<file path="config.mk">
export PLATFORM = sky130hd
export DESIGN_NAME = optical_pulse_power_meter
export DESIGN_NICKNAME = d
export VERILOG_FILES = /design/src/rtl/opm_pkg.sv /design/src/rtl/opm_divider.sv /design/src/rtl/optical_pulse_power_meter.sv
export SDC_FILE = /design/constraint.sdc
export NUM_CORES = 1
export LEC_CHECK = 0
export BUFFER_PORTS_ARGS = -buffer_cell sky130_fd_sc_hd__buf_2
export CORE_MARGIN = 5
export CORE_UTILIZATION = 65
export DETAILED_ROUTE_END_ITERATION = 10
export PLACE_DENSITY = 0.86
export SYNTH_ARGS = -nofsm -noshare
export SYNTH_HDL_FRONTEND = slang
export SYNTH_SLANG_ARGS = --single-unit
</file>
<file path="constraint.sdc">
create_clock -name clk -period 9.2 [get_ports clk]
set_clock_uncertainty 0.15 [all_clocks]
set_input_delay 0.46 -clock clk [delete_from_list [all_inputs] [get_ports clk]]
set_output_delay 0.46 -clock clk [all_outputs]
set_load 0.02 [all_outputs]
</file>
<file path="src/rtl/opm_pkg.sv">
// Package for the optical pulse power meter.
// Field widths, power constants, register reset values, register indexes, item kinds and divider status.
// No dependencies.
`default_nettype none

package opm_pkg;

    // Field widths
    localparam int SAMPLE_W   = 10;
    localparam int TIME_W     = 32;
    localparam int MIN_INT_W  = 16;
    localparam int POWER_W    = 22;
    localparam int COUNT_W    = 32;
    localparam int CFG_IDX_W  = 2;
    localparam int CFG_DATA_W = 32;

    // Stream payload widths (byte padded)
    localparam int S_TDATA_W = 48;
    localparam int M_TDATA_W = 56;

    // Power numerator: 0.1 Wh per pulse, ms interval -> tenths of a watt
    localparam logic [POWER_W-1:0] POWER_SCALE = POWER_W'(3600000);
    localparam logic [POWER_W-1:0] POWER_MAX   = POWER_W'(3600000);

    // One quotient bit per divider step
    localparam int DIV_STEPS = POWER_W;
    localparam int DIV_CNT_W = $clog2(DIV_STEPS);

    // Register reset values
    localparam logic [SAMPLE_W-1:0]  HIGH_THR_RST = SAMPLE_W'(600);
    localparam logic [SAMPLE_W-1:0]  LOW_THR_RST  = SAMPLE_W'(400);
    localparam logic [TIME_W-1:0]    TIMEOUT_RST  = TIME_W'(60000);
    localparam logic [MIN_INT_W-1:0] MIN_INT_RST  = MIN_INT_W'(50);

    // Register indexes
    localparam logic [CFG_IDX_W-1:0] REG_HIGH_THR = 2'd0;
    localparam logic [CFG_IDX_W-1:0] REG_LOW_THR  = 2'd1;
    localparam logic [CFG_IDX_W-1:0] REG_TIMEOUT  = 2'd2;
    localparam logic [CFG_IDX_W-1:0] REG_MIN_INT  = 2'd3;

    // Input item kinds
    localparam logic OP_SAMPLE = 1'b0;
    localparam logic OP_IDLE   = 1'b1;

    // Divider status toward the sequencer
    typedef struct packed {
        logic busy;
        logic done;
    } div_status_t;

endpackage

`default_nettype wire

</file>
<file path="src/rtl/opm_divider.sv">
// Iterative radix-2 restoring divider: fixed numerator POWER_SCALE over a
// 32-bit divisor, one quotient bit per cycle. Depends on opm_pkg.
`default_nettype none

module opm_divider
    import opm_pkg::*;
(
    input  wire logic               clk,
    input  wire logic               rst_n,
    input  wire logic               start,
    input  wire logic [TIME_W-1:0]  divisor,   // held stable while busy
    output div_status_t             status,
    output logic      [POWER_W-1:0] quotient
);

    logic                 busy_reg, busy_next;
    logic                 done_reg, done_next;
    logic [DIV_CNT_W-1:0] cnt_reg, cnt_next;
    logic [TIME_W-1:0]    rem_reg, rem_next;
    logic [POWER_W-1:0]   quo_reg, quo_next;

    logic [TIME_W:0]      trial;
    logic [TIME_W:0]      diff;
    logic                 fits;

    // One restoring step: bring down the next numerator bit, try subtract
    always_comb
    begin
        trial = {rem_reg, quo_reg[POWER_W-1]};
        diff  = trial - {1'b0, divisor};
        fits  = (trial >= {1'b0, divisor});
    end

    // Step sequencing
    always_comb
    begin
        busy_next = busy_reg;
        done_next = 1'b0;
        cnt_next  = cnt_reg;
        rem_next  = rem_reg;
        quo_next  = quo_reg;
        if (start)
        begin
            busy_next = 1'b1;
            cnt_next  = '0;
            rem_next  = '0;
            quo_next  = POWER_SCALE;
        end
        else if (busy_reg)
        begin
            rem_next = fits ? diff[TIME_W-1:0] : trial[TIME_W-1:0];
            quo_next = {quo_reg[POWER_W-2:0], fits};
            cnt_next = cnt_reg + 1'b1;
            if (cnt_reg == DIV_CNT_W'(DIV_STEPS - 1))
            begin
                busy_next = 1'b0;
                done_next = 1'b1;
            end
        end
    end

    always_ff @(posedge clk or negedge rst_n)
    begin
        if (!rst_n)
        begin
            busy_reg <= 1'b0;
            done_reg <= 1'b0;
            cnt_reg  <= '0;
        end
        else
        begin
            busy_reg <= busy_next;
            done_reg <= done_next;
            cnt_reg  <= cnt_next;
        end
    end

    // Datapath, no reset
    always_ff @(posedge clk)
    begin
        rem_reg <= rem_next;
        quo_reg <= quo_next;
    end

    assign status.busy = busy_reg;
    assign status.done = done_reg;
    assign quotient    = quo_reg;

endmodule

`default_nettype wire

</file>
<file path="src/rtl/optical_pulse_power_meter.sv">
// Optical pulse power meter top level: config registers, hysteresis and
// pulse sequencer, output register. Depends on opm_pkg and opm_divider.
`default_nettype none
//
//  Channel  Dir  Handshake          Payload (low bit first)
//  s_*      in   s_tvalid/s_tready  tuser: operation; tdata: sample, now_ms
//  m_*      out  m_tvalid/m_tready  tdata: power, pulse_count, pulse_detected, in_flash
//  cfg_*    in   cfg_we             cfg_index, cfg_data
//
//  An item passes from accept through the EVAL, CHECK and DONE states to the
//  output register, and a new item is taken only back in IDLE; a pulse that
//  updates power also waits in ST_DIV on the 22-step shared divider (one
//  quotient bit per cycle). s_tready is high only while the sequencer is idle.
//  Reset clears the hysteresis, pulse state, count, power and restores the
//  register defaults. A stalled result is held in the output register; the
//  next item may be taken meanwhile and waits in its last step.

module optical_pulse_power_meter
    import opm_pkg::*;
(
    input  wire logic                  clk,
    input  wire logic                  rst_n,
    // Input items
    input  wire logic                  s_tvalid,
    output logic                       s_tready,
    input  wire logic [S_TDATA_W-1:0]  s_tdata,   // sample[9:0], now_ms[41:10], zero pad
    input  wire logic                  s_tuser,   // operation
    // Result items
    output logic                       m_tvalid,
    input  wire logic                  m_tready,
    output logic      [M_TDATA_W-1:0]  m_tdata,   // power[21:0], count[53:22],
                                                  // pulse_detected[54], in_flash[55]
    // Configuration writes
    input  wire logic                  cfg_we,
    input  wire logic [CFG_IDX_W-1:0]  cfg_index,
    input  wire logic [CFG_DATA_W-1:0] cfg_data
);

    // Sequencer states
    localparam logic [2:0] ST_IDLE  = 3'd0;
    localparam logic [2:0] ST_EVAL  = 3'd1;
    localparam logic [2:0] ST_CHECK = 3'd2;
    localparam logic [2:0] ST_DIV   = 3'd3;
    localparam logic [2:0] ST_DONE  = 3'd4;

    // Configuration
    logic [SAMPLE_W-1:0]  high_thr_reg;
    logic [SAMPLE_W-1:0]  low_thr_reg;
    logic [TIME_W-1:0]    timeout_reg;
    logic [MIN_INT_W-1:0] min_int_reg;

    // Control and meter state
    logic [2:0]           state_reg, state_next;
    logic                 flashing_reg, flashing_next;
    logic                 have_pulse_reg, have_pulse_next;
    logic [TIME_W-1:0]    last_time_reg, last_time_next;
    logic [POWER_W-1:0]   power_reg, power_next;
    logic [COUNT_W-1:0]   count_reg, count_next;
    logic                 out_valid_reg, out_valid_next;

    // Captured item and scratch
    logic                 op_reg;
    logic [SAMPLE_W-1:0]  sample_reg;
    logic [TIME_W-1:0]    now_reg;
    logic                 rise_reg, rise_next;
    logic [TIME_W-1:0]    interval_reg, interval_next;
    logic [M_TDATA_W-1:0] out_data_reg;

    logic                 in_accept;
    logic                 out_free;
    logic                 div_start;
    div_status_t          div_status;
    logic [POWER_W-1:0]   div_quotient;

    assign in_accept = s_tvalid && s_tready;
    assign out_free  = !out_valid_reg || m_tready;

    // Configuration registers
    always_ff @(posedge clk or negedge rst_n)
    begin
        if (!rst_n)
        begin
            high_thr_reg <= HIGH_THR_RST;
            low_thr_reg  <= LOW_THR_RST;
            timeout_reg  <= TIMEOUT_RST;
            min_int_reg  <= MIN_INT_RST;
        end
        else if (cfg_we)
        begin
            case (cfg_index)
                REG_HIGH_THR: high_thr_reg <= cfg_data[SAMPLE_W-1:0];
                REG_LOW_THR:  low_thr_reg  <= cfg_data[SAMPLE_W-1:0];
                REG_TIMEOUT:  timeout_reg  <= cfg_data[TIME_W-1:0];
                REG_MIN_INT:  min_int_reg  <= cfg_data[MIN_INT_W-1:0];
                default:      ;
            endcase
        end
    end

    // Shared divider: POWER_SCALE / interval
    opm_divider u_div
    (
        .clk      (clk),
        .rst_n    (rst_n),
        .start    (div_start),
        .divisor  (interval_reg),
        .status   (div_status),
        .quotient (div_quotient)
    );

    // Sequencer
    always_comb
    begin
        state_next      = state_reg;
        flashing_next   = flashing_reg;
        have_pulse_next = have_pulse_reg;
        last_time_next  = last_time_reg;
        power_next      = power_reg;
        count_next      = count_reg;
        out_valid_next  = out_valid_reg;
        rise_next       = rise_reg;
        interval_next   = interval_reg;
        div_start       = 1'b0;

        if (out_valid_reg && m_tready)
            out_valid_next = 1'b0;

        case (state_reg)
            ST_IDLE:
            begin
                if (in_accept)
                    state_next = ST_EVAL;
            end
            // Edge detect and interval since the last pulse
            ST_EVAL:
            begin
                rise_next     = (op_reg == OP_SAMPLE) && (sample_reg > high_thr_reg)
                                && !flashing_reg;
                interval_next = now_reg - last_time_reg;
                state_next    = ST_CHECK;
            end
            // Update pulse state, decide on a power update
            ST_CHECK:
            begin
                state_next = ST_DONE;
                if (op_reg == OP_IDLE)
                begin
                    if (have_pulse_reg && (interval_reg > timeout_reg))
                        power_next = '0;
                end
                else
                begin
                    if (rise_reg)
                    begin
                        if (have_pulse_reg && (interval_reg > TIME_W'(min_int_reg))
                            && (interval_reg != '0))
                        begin
                            div_start  = 1'b1;
                            state_next = ST_DIV;
                        end
                        last_time_next  = now_reg;
                        have_pulse_next = 1'b1;
                        flashing_next   = 1'b1;
                        count_next      = count_reg + 1'b1;
                    end
                    if (sample_reg < low_thr_reg)
                        flashing_next = 1'b0;
                end
            end
            // Quotient never exceeds POWER_MAX since the interval is at least 1
            ST_DIV:
            begin
                if (div_status.done)
                begin
                    power_next = (div_quotient > POWER_MAX) ? POWER_MAX : div_quotient;
                    state_next = ST_DONE;
                end
            end
            ST_DONE:
            begin
                if (out_free)
                begin
                    out_valid_next = 1'b1;
                    state_next     = ST_IDLE;
                end
            end
            default:
            begin
                state_next = ST_IDLE;
            end
        endcase
    end

    always_ff @(posedge clk or negedge rst_n)
    begin
        if (!rst_n)
        begin
            state_reg      <= ST_IDLE;
            flashing_reg   <= 1'b0;
            have_pulse_reg <= 1'b0;
            last_time_reg  <= '0;
            power_reg      <= '0;
            count_reg      <= '0;
            out_valid_reg  <= 1'b0;
        end
        else
        begin
            state_reg      <= state_next;
            flashing_reg   <= flashing_next;
            have_pulse_reg <= have_pulse_next;
            last_time_reg  <= last_time_next;
            power_reg      <= power_next;
            count_reg      <= count_next;
            out_valid_reg  <= out_valid_next;
        end
    end

    // Item capture and scratch, no reset
    always_ff @(posedge clk)
    begin
        if (in_accept)
        begin
            op_reg     <= s_tuser;
            sample_reg <= s_tdata[SAMPLE_W-1:0];
            now_reg    <= s_tdata[SAMPLE_W+TIME_W-1:SAMPLE_W];
        end
        rise_reg     <= rise_next;
        interval_reg <= interval_next;
        if ((state_reg == ST_DONE) && out_free)
            out_data_reg <= {flashing_reg, rise_reg, count_reg, power_reg};
    end

    assign s_tready = (state_reg == ST_IDLE);
    assign m_tvalid = out_valid_reg;
    assign m_tdata  = out_data_reg;

endmodule

`default_nettype wire

</file>
==> results of run 1 <==
==> cell type report <==
type / count / area, µm²
flip-flops and latches: 353 / 9250
well taps: 341 / 427
inverters: 154 / 578
clock inverters: 16 / 181
clock buffers: 48 / 987
fillers: 1715 / 6520
repair buffers: 193 / 1220
multi-input cells: 1081 / 7870
==> cell usage after synthesis (19+ instances only) <==
master	number
xnor2_1	54
mux2i_1	26
xor2_1	34
nand2b_1	19
and3_1	19
inv_1	154
mux2_2	63
a21o_1	60
nand4_1	24
o21ai_0	84
dfrtp_1	150
nand2_1	173
edfxtp_1	132
nor2_1	93
nand3_1	21
clkbuf_1	26
ha_1	133
a21oi_1	68
dfxtp_1	54
==> per-layer routing <==
layer | vias up | part of all wire | track usage
li1 | 6163 | - | -
met5 | - | 0 | 0
met2 | 374 | 0.51 | 0.453
met1 | 6231 | 0.42 | 0.324
met4 | 0 | 0.021 | 0.0647
met3 | 83 | 0.053 | 0.0327
==> timing repair <==
item,CTS,global route
hold buffers,44,0
endpoints found under the hold margin,115,0
setup buffers,0,0
==> per-stage QoR <==
step	setup WS (ns)	instances	total power, W
after detailed placement	5.40	2078	0.00609
after CTS	5.41	2186	0.00761
after floorplan	5.45	1630	0.00533
final	5.39	2186	0.00763
after global routing	5.15	2186	0.00822
after global placement	5.51	2078	0.00591
==> how the worst min path moves through the flow <==
stage	cells after the start	startpoint	slack, ns	endpoint
after detailed placement	0	power_reg[2]	0.29	m_tdata[2]
final	2	cfg_data[29]	0.04	timeout_reg[29]
after global routing	2	cfg_data[27]	0.03	timeout_reg[27]
after global placement	0	power_reg[7]	0.28	m_tdata[7]
after floorplan	0	rst_n	0.01	count_reg[0]
after CTS	2	cfg_data[27]	0.02	timeout_reg[27]
==> kinds of logic after synthesis <==
family                     Yosys count  synth area share
xor gates and xnor gates            88            0.0431
and+or+nand+nor                    430             0.116
muxes                               89            0.0543
adders and majority gates          135            0.0953
DFF                                353             0.517
buffers and inverters              196            0.0438
AOI/OAI and AO/OA                  339             0.130
==> power by group through the flow <==
stage	Sequential, W	Clock, W	Combinational, W
2_1_floorplan	0.00251	0	0.00283
3_3_place_gp	0.00258	0	0.00333
3_5_place_dp	0.00260	0	0.00349
4_1_cts	0.00258	0.00146	0.00356
5_1_grt	0.00264	0.00154	0.00404
6_report	0.00259	0.00145	0.00359
==> out/results.ini, run 1 <==
[run_status]
status=completed

[power_and_ir_drop]
p_int_w=0.00462
p_sw_w=0.00301
seq_power_share=0.340
power.share.clock=0.190
peakVddDrop_uv=223
comb_power_share=0.471
power_leakage_nw=9.47
power.density_nw_per_um2=372
switching_share=0.395

[sta]
hold_violations=0
finalCritPeriodShare=0.415
rsz0062_at_grt=false
setup_violations=0
fin_setup_tns_ns=0
max_slew_margin=0.201
period_needed_ns=3.81
timing.fmax_mhz=262
worstMarginPinSlew_ns=1.20
worst_hold_slack_ns=0.0351
slew_violations=0

[worst_hold_path]
hold_class=input port to flop

[final_layout]
final_nets=2042
layout_common_cells=173 x nand2_1, 154 x inv_1, 149 x dfrtp_1
utilization=0.759
drive_gt1_frac=0.171
final_common_cell=nand2_1
antenna_cells=0
finish.instance_area_um2=20500
largest_register_ffs=56
syn2layout_area_growth_pct=14.7

[clocking]
cts_buffer_depth=3
cts_max_level=2
tritoncts=yes
clkTransAtPathRegs_ns=0.07
clk_latency_ns=0.51
clkSinkCount=353
cts_made_buffers=36
cts_resized=0
cts_root_buf=clkbuf_16

[drt]
vias=12900
drt_first_pass_iters=5
drt_iter0_markers=887
drcViolationCount=0
routed_wl_um=38200
antenna_left=0
routed_via_density=5.88
wl_per_cell_um=17.5

[synthesis]
ys_seq_elements=353
ys_types=87
synth_top_area_cell=edfxtp_1
syn-num-nets=1853
synth_edf_count=132
async_reset_ff_frac=0.473
yosys.area.top_type_share=0.222
yosys_warnings=0
synth_ff_type=dfrtp_1
synth_area_leaders=edfxtp_1 22%, dfrtp_1 21%, ha_1 9.3%
seq_area_frac_synth=0.517
postSynthCellCount=1630
synth_area_um2=17900
avgSynthCellArea_um2=11.0

[critical_path]
cpMaxStageDelayCell=o31a_1
endpoint=u_div.rem_reg[9]
r2r-start=interval_reg[6]
cp_max_fo=27
crit_path_start_kind=flop
path_buf_inv=1
r2r_end=u_div.rem_reg[9]
cp.required_ns=9.45
slowest_delay_ns=0.97
ff2ff_setup_slack_ns=5.39
cp_cell_sequence=inv_1 -> ha_1 -> a21oi_1 -> nand2_1 -> o211ai_4 -> a31oi_4 -> a31oi_4 -> o31a_1 -> nand2_1 -> a311oi_1
cp.arrival_ns=4.07
reg2regPathDepth=10
crit_path_start=interval_reg[6]
path_delay_family=compound AO/OA/AOI/OAI gates
cp_num_cells=10
crit_type=flop to flop
critPathCaptureType=flop

[die]
fp.dieArea_um2=30900
die_x_um=176
start_util=0.661
ioPinCount=146
core_area_um2=27000
rows=60
die-height_um=176

[place]
port_buffers=139
hpwl_um=25600
place_congestion=0.913
placed_area_um2=18900

[grt]
first_global_vias=13300
grt_pass1_wl_um=64700
grt-ovfl-total=0
grt_max_degree=90
grt_use_total=0.252
antenna_found_initial=0

[job]
maxCapViolCount=0

Power figures use the tool's default switching activity.
==> run 2: changes to the inputs <==
ABC_AREA = 1   (was unset)
CORE_UTILIZATION = 55   (was 65)
PLACE_DENSITY = 0.77   (was 0.86)
clock period = 3.5 ns   (was 9.2 ns; I/O delays follow)
==> run 2 against run 1 <==
Sequential power increased by 140%. Synthesized area grew 11%. Count of clock-buffer cells in the layout increased by 2. Maximum frequency rose by 31%. Wire length rose by 30%. Sequential share of layout area down 5.1 points. First-iteration DRC count increased by 30%. Critical path depth rose by 1. Clock power rose to 2.8 times the previous value. Synthesized cell count increased by 51%. Largest cell class unchanged. Non-clock buffer count is 49 higher. Register-to-register slack worse by 4.8 ns.
==> out/results.ini, run 2 <==
[run_status]
status=completed  ; unchanged

[place]
hpwl_um=36100  ; was 25600 µm
port_buffers=139  ; unchanged
dp_cells=3024  ; was 2078
pre_cts_ws_ns=0.668  ; was 5.40 ns
place_congestion=0.969  ; was 0.913

[critical_path]
cp.required_ns=3.77  ; was 9.45 ns
crit_top_cell=nand2_1
crit_type=flop to flop  ; unchanged
cp.arrival_ns=3.18  ; was 4.07 ns
crit_path_start_kind=flop  ; unchanged
r2r-start=timeout_reg[15]  ; was interval_reg[6]
endpoint=power_reg[6]  ; was u_div.rem_reg[9]
ff2ff_setup_slack_ns=0.60  ; was 5.39 ns
path_delay_family=simple AND/OR/NAND/NOR gates  ; was compound AO/OA/AOI/OAI gates
slowest_delay_ns=0.54  ; was 0.97 ns
critPathCaptureType=flop  ; unchanged
r2r_end=power_reg[6]  ; was u_div.rem_reg[9]
reg2regPathDepth=11  ; was 10
crit_path_start=timeout_reg[15]  ; was interval_reg[6]
cpMaxStageDelayCell=dfstp_2  ; was o31a_1
cp_max_fo=22  ; was 27
cp_num_cells=11  ; was 10
cp_cell_sequence=inv_1 -> ha_1 -> nand2_1 -> nor2_1 -> nand4_1 -> o21ai_0 -> nand2_1 -> nand2_1 -> nand2_1 -> nand3_1 -> nand2_1  ; was inv_1 -> ha_1 -> a21oi_1 -> nand2_1 -> o211ai_4 -> a31oi_4 -> a31oi_4 -> o31a_1 -> nand2_1 -> a311oi_1
path_buf_inv=1  ; unchanged

[clocking]
clkTransAtPathRegs_ns=0.06  ; was 0.07 ns
clkSinkCount=353  ; unchanged
tritoncts=yes  ; unchanged
cts_buffer_depth=3  ; unchanged
clk_latency_ns=0.56  ; was 0.51 ns
cts_resized=0  ; unchanged
cts_made_buffers=39  ; was 36
cts_max_level=2  ; unchanged
cts_root_buf=clkbuf_16  ; unchanged

[sta]
rsz0062_at_grt=false  ; unchanged
setup_violations=0  ; unchanged
period_needed_ns=2.90  ; was 3.81 ns
hold_violations=0  ; unchanged
finalCritPeriodShare=0.829  ; was 0.415
worst_hold_slack_ns=0.0350  ; was 0.0351 ns
worst_slack_ns=0.598  ; was 5.39 ns
max_slew_margin=0.285  ; was 0.201
timing.fmax_mhz=345  ; was 262 MHz
worstMarginPinSlew_ns=1.07  ; was 1.20 ns
slew_violations=0  ; unchanged
fin_setup_tns_ns=0  ; unchanged

[drt]
dr_wl_met2_um=24200  ; was 19500 µm
wl_per_cell_um=15.6  ; was 17.5 µm
routed-wl-met3_um=2240  ; was 2020 µm
drcViolationCount=0  ; unchanged
drt_first_pass_iters=6  ; was 5
drt_iter0_markers=1153  ; was 887
routed_via_density=5.26  ; was 5.88
antenna_left=0  ; unchanged
topRoutingLayerUsed=met5  ; was met4
met1_length_um=21300  ; was 15900 µm
routed_wl_um=49600  ; was 38200 µm
vias=16700  ; was 12900

[power_and_ir_drop]
p_sw_w=0.00787  ; was 0.00301 W
seq_power_share=0.341  ; was 0.340
power.density_nw_per_um2=803  ; was 372 nW/µm²
peakVddDrop_uv=601  ; was 223 µV
switching_share=0.424  ; was 0.395
power.share.clock=0.216  ; was 0.190
comb_power_share=0.443  ; was 0.471
p_int_w=0.0107  ; was 0.00462 W
fin_total_pwr_w=0.0186  ; was 0.00763 W
power_leakage_nw=11.8  ; was 9.47 nW

[grt]
first_global_vias=16400  ; was 13300
grt_use_total=0.249  ; was 0.252
antenna_found_initial=1  ; was 0
grt_max_degree=98  ; was 90
grt-ovfl-total=0  ; unchanged
grt_pass1_wl_um=80800  ; was 64700 µm

[final_layout]
final_common_cell=nand2_1  ; unchanged
fillCellCount=2927  ; was 1715
layout.cells.non_filler=3178  ; was 2186
layout_common_cells=668 x nand2_1, 444 x inv_1, 158 x nor2_1  ; was 173 x nand2_1, 154 x inv_1, 149 x dfrtp_1
antenna_cells=0  ; unchanged
largest_register_ffs=56  ; unchanged
syn2layout_area_growth_pct=16.5  ; was 14.7%
multi_input_area_um2=8620  ; was 7870 µm²
final_nets=2910  ; was 2042
regArea_um2=9250  ; unchanged
drive_gt1_frac=0.105  ; was 0.171

[synthesis]
async_reset_ff_frac=0.473  ; unchanged
synth_top_area_cell=edfxtp_1  ; unchanged
synth_common_cells=668 x nand2_1, 445 x inv_1, 160 x nor2_1, 157 x nand3_1, 150 x dfrtp_1  ; was 173 x nand2_1, 154 x inv_1, 150 x dfrtp_1, 133 x ha_1, 132 x edfxtp_1
postSynthCellCount=2461  ; was 1630
synth_area_um2=19800  ; was 17900 µm²
avgSynthCellArea_um2=8.06  ; was 11.0 µm²
ys_seq_elements=353  ; unchanged
yosys_warnings=0  ; unchanged
ys_types=50  ; was 87
syn-num-nets=2684  ; was 1853
yosysMostFrequentCell=nand2_1  ; unchanged
yosys.area.top_type_share=0.200  ; was 0.222
seq_area_frac_synth=0.466  ; was 0.517
synth_edf_count=132  ; unchanged
synth_area_leaders=edfxtp_1 20%, dfrtp_1 19%, nand2_1 13%  ; was edfxtp_1 22%, dfrtp_1 21%, ha_1 9.3%
synth_ff_type=dfrtp_1  ; unchanged

[die]
fp.dieArea_um2=40000  ; was 30900 µm²
core_area_um2=35600  ; was 27000 µm²
ioPinCount=146  ; unchanged
start_util=0.558  ; was 0.661
rows=69  ; was 60
die-height_um=200  ; was 176 µm
die_x_um=200  ; was 176 µm

[job]
maxCapViolCount=0  ; unchanged

[worst_hold_path]
hold_class=input port to flop  ; unchanged

-- run 2: cell types whose count changed after synthesis, sizes merged, moves of 37 or more --
cell / before / now
nand2: 174 / 677
inv: 154 / 453
nand3: 23 / 162
nor2: 94 / 169
mux2: 63 / 0
a21o: 60 / 9
o21ai: 92 / 130
nand4: 25 / 62
-- run 2: power by group through the flow --
stage	Clock (W)	Combinational, W	Sequential, W
after detailed placement	0	0.00800	0.00638
after CTS	0.00408	0.00815	0.00631
after floorplan	0	0.00586	0.00626
final	0.00401	0.00823	0.00632
after global routing	0.00423	0.00933	0.00643
after global placement	0	0.00775	0.00632
-- run 2: layout make-up --
class	count	share of cell area
well taps	461	0.0250
inverters	454	0.0738
multi-input cells	1597	0.373
flip-flops and latches	353	0.400
repair buffers	242	0.0739
clock buffers	50	0.0453
clock inverters	21	0.00823
-- run 2: worst min-delay path: cells and delay by family --
family / cells / cell delay (ns)
AOI/OAI and AO/OA: 1 / 0.13
buffers and inverters: 1 / 0.12
and+or+nand+nor: 1 / 0.27
-- run 2: what timing repair did --
action                                  4_1_cts  5_1_grt
endpoints found under the setup margin        0        0
setup buffers                                 0        0
hold buffers                                 83        0
hold endpoints to repair                    195        0
-- run 2: cells by family after synthesis --
kind of cell,after synthesis,share of synthesized area
AND/OR/NAND/NOR,1128,0.245
buffers and inverters,511,0.100
adder cells (fa/ha/maj),135,0.0859
XOR/XNOR,67,0.0296
AO/OA/AOI/OAI,267,0.0727
flip-flops,353,0.466
-- run 2: worst min path at each step --
stage | to | start | cells after the start
after detailed placement | low_thr_reg[3] | rst_n | 1
after floorplan | count_reg[0] | rst_n | 0
after CTS | timeout_reg[8] | cfg_we | 3
final | timeout_reg[8] | cfg_we | 3
after global placement | low_thr_reg[3] | rst_n | 1
after global routing | timeout_reg[8] | cfg_we | 3
-- run 2: routing by layer --
metal / up-vias / GRT usage
met2: 439 / 0.424
met4: 2 / 0.0976
met1: 7826 / 0.331
met3: 115 / 0.0279
li1: 8331 / -
met5: - / 0
-- run 2: per-stage QoR --
step | utilization | instance area (µm²)
4_1_cts | 0.649 | 23100
3_3_place_gp | 0.591 | 21000
2_1_floorplan | - | 19800
5_1_grt | 0.649 | 23100
3_5_place_dp | 0.591 | 21000
6_report | 0.649 | 23100
==> run 3: changes to the inputs <==
clock period = 2.6 ns   (was 3.5 ns; I/O delays follow)
==> run 3 against run 2 <==
Sequential share of layout area down 0.98 points. Worst hold slack improved by 0.0025 ns. Via count increased by 1.3%. Maximum frequency grew 15%. Final cell count grew 0.66%. Critical path type unchanged. Critical endpoint is now interval_reg[14].
==> out/results.ini, run 3 (synthesized netlist as in run 2, its figures left out) <==
[run_status]
status=completed  ; unchanged

[sta]
fin_setup_tns_ns=0  ; unchanged
worst_slack_ns=0.0713  ; was 0.598 ns
finalCritPeriodShare=0.973  ; was 0.829
hold_violations=0  ; unchanged
rsz0062_at_grt=true  ; was false
slew_violations=0  ; unchanged
timing.fmax_mhz=395  ; was 345 MHz
max_slew_margin=0.513  ; was 0.285
setup_violations=0  ; unchanged
worst_hold_slack_ns=0.0375  ; was 0.0350 ns
worstMarginPinSlew_ns=0.730  ; was 1.07 ns
period_needed_ns=2.53  ; was 2.90 ns

[place]
place_congestion=1.00  ; was 0.969
port_buffers=139  ; unchanged
pre_cts_ws_ns=-0.0594  ; was 0.668 ns
hpwl_um=36600  ; was 36100 µm

[clocking]
clk_latency_ns=0.56  ; about the same
clkTransAtPathRegs_ns=0.06  ; about the same
cts_root_buf=clkbuf_16  ; unchanged
cts_buffer_depth=3  ; unchanged
tritoncts=yes  ; unchanged
clkSinkCount=353  ; unchanged
cts_made_buffers=39  ; unchanged
cts_max_level=2  ; unchanged

[grt]
grt_max_degree=72  ; was 98
antenna_found_initial=0  ; was 1
grt_pass1_wl_um=82000  ; was 80800 µm
grt_use_total=0.254  ; was 0.249
grt-ovfl-total=0  ; unchanged
first_global_vias=16600  ; was 16400

[drt]
routed_via_density=5.29  ; was 5.26
routed_wl_um=50600  ; was 49600 µm
drt_iter0_markers=1272  ; was 1153
vias=16900  ; was 16700
wl_per_cell_um=15.8  ; was 15.6 µm
drcViolationCount=0  ; unchanged
antenna_left=0  ; unchanged
drt_first_pass_iters=5  ; was 6

[final_layout]
layout_common_cells=662 x nand2_1, 429 x inv_1, 155 x nand3_1  ; was 668 x nand2_1, 444 x inv_1, 158 x nor2_1
syn2layout_area_growth_pct=19.4  ; was 16.5%
largest_register_ffs=56  ; unchanged
utilization=0.666  ; was 0.649
drive_gt1_frac=0.133  ; was 0.105
final_common_cell=nand2_1  ; unchanged
final_nets=2929  ; was 2910

[critical_path]
r2r_end=interval_reg[14]  ; was power_reg[6]
crit_type=flop to flop  ; unchanged
cp_max_fo=4  ; was 22
r2r-start=last_time_reg[0]  ; was timeout_reg[15]
critPathCaptureType=flop  ; unchanged
crit_path_start_kind=flop  ; unchanged
cp.required_ns=2.82  ; was 3.77 ns
reg2regPathDepth=8  ; was 11
cp.arrival_ns=2.74  ; was 3.18 ns
ff2ff_setup_slack_ns=0.07  ; was 0.60 ns

[die]
die-height_um=200  ; unchanged
rows=69  ; unchanged
core_area_um2=35600  ; unchanged
fp.dieArea_um2=40000  ; unchanged
start_util=0.558  ; unchanged
ioPinCount=146  ; unchanged
die_x_um=200  ; unchanged

[power_and_ir_drop]
power_leakage_nw=11.9  ; was 11.8 nW
fin_total_pwr_w=0.0260  ; was 0.0186 W
peakVddDrop_uv=744  ; was 601 µV
power.density_nw_per_um2=1100  ; was 803 nW/µm²

[worst_hold_path]
hold_class=input port to async pin  ; was input port to flop

[job]
maxCapViolCount=0  ; unchanged

==> run 3: worst max path at each step <==
stage                                 from           endpoint  slack [ns]  cells after the start
after floorplan               state_reg[0]         now_reg[0]        0.15                      3
after global placement    last_time_reg[0]   interval_reg[14]       -0.01                      7
after detailed placement  last_time_reg[0]   interval_reg[14]       -0.06                      7
after CTS                 interval_reg[15]  u_div.rem_reg[30]      -0.008                     13
after global routing      interval_reg[11]  u_div.rem_reg[17]       -0.05                     15
final                     last_time_reg[0]   interval_reg[14]        0.07                      8
==> run 3: repair_timing <==
| item | in CTS | in global routing |
|---|---|---|
| setup buffers | 0 | 2 |
| endpoints found under the hold margin | 266 | 0 |
| cloned | 0 | 1 |
| hold buffers | 81 | 0 |
| resized for setup | 3 | 71 |
| pin swaps | 0 | 4 |
| setup endpoints to repair | 6 | 59 |
==> run 3: worst max-delay path, cell delays in order, from the launching register on <==
cell and delay [ns]:
dfrtp_1 0.38, ha_1 0.24, fa_1 0.43, o21ai_2 0.22
a21oi_1 0.15, o21ai_2 0.19, a21o_1 0.23, buf_4 0.15
xor2_2 0.22
==> run 3: per-stage QoR <==
stage               cells  instance area [µm²]
finish               3199                23700
global route         3198                23700
CTS                  3195                23300
detailed placement   3042                21200
global placement     3042                21200
floorplan            2461                19900
==> run 3: metal layers <==
layer  up-vias  GRT usage  share of wire
met3        94     0.0332          0.052
met1      7969      0.341           0.43
met2       493      0.427           0.49
met4         0     0.0921          0.030
met5         -          0              0
li1       8367          -              -
==> run 3: layout make-up <==
class / count / area [µm²]
clock buffer: 52 / 1070
clock inverter: 20 / 180
inverter: 454 / 1710
antenna: 1 / 2.50
fill: 2825 / 11900
tap: 461 / 577
timing repair inverter: 1 / 7.51
timing repair buffer: 260 / 1920
multi-input combinational: 1597 / 8970
sequential: 353 / 9250
==> run 3: power by group <==
part / total, W / switching, W / internal [W]
Combinational: 0.0121 / 0.00781 / 0.00432
Clock: 0.00539 / 0.00227 / 0.00312
Sequential: 0.00852 / 0.000970 / 0.00755
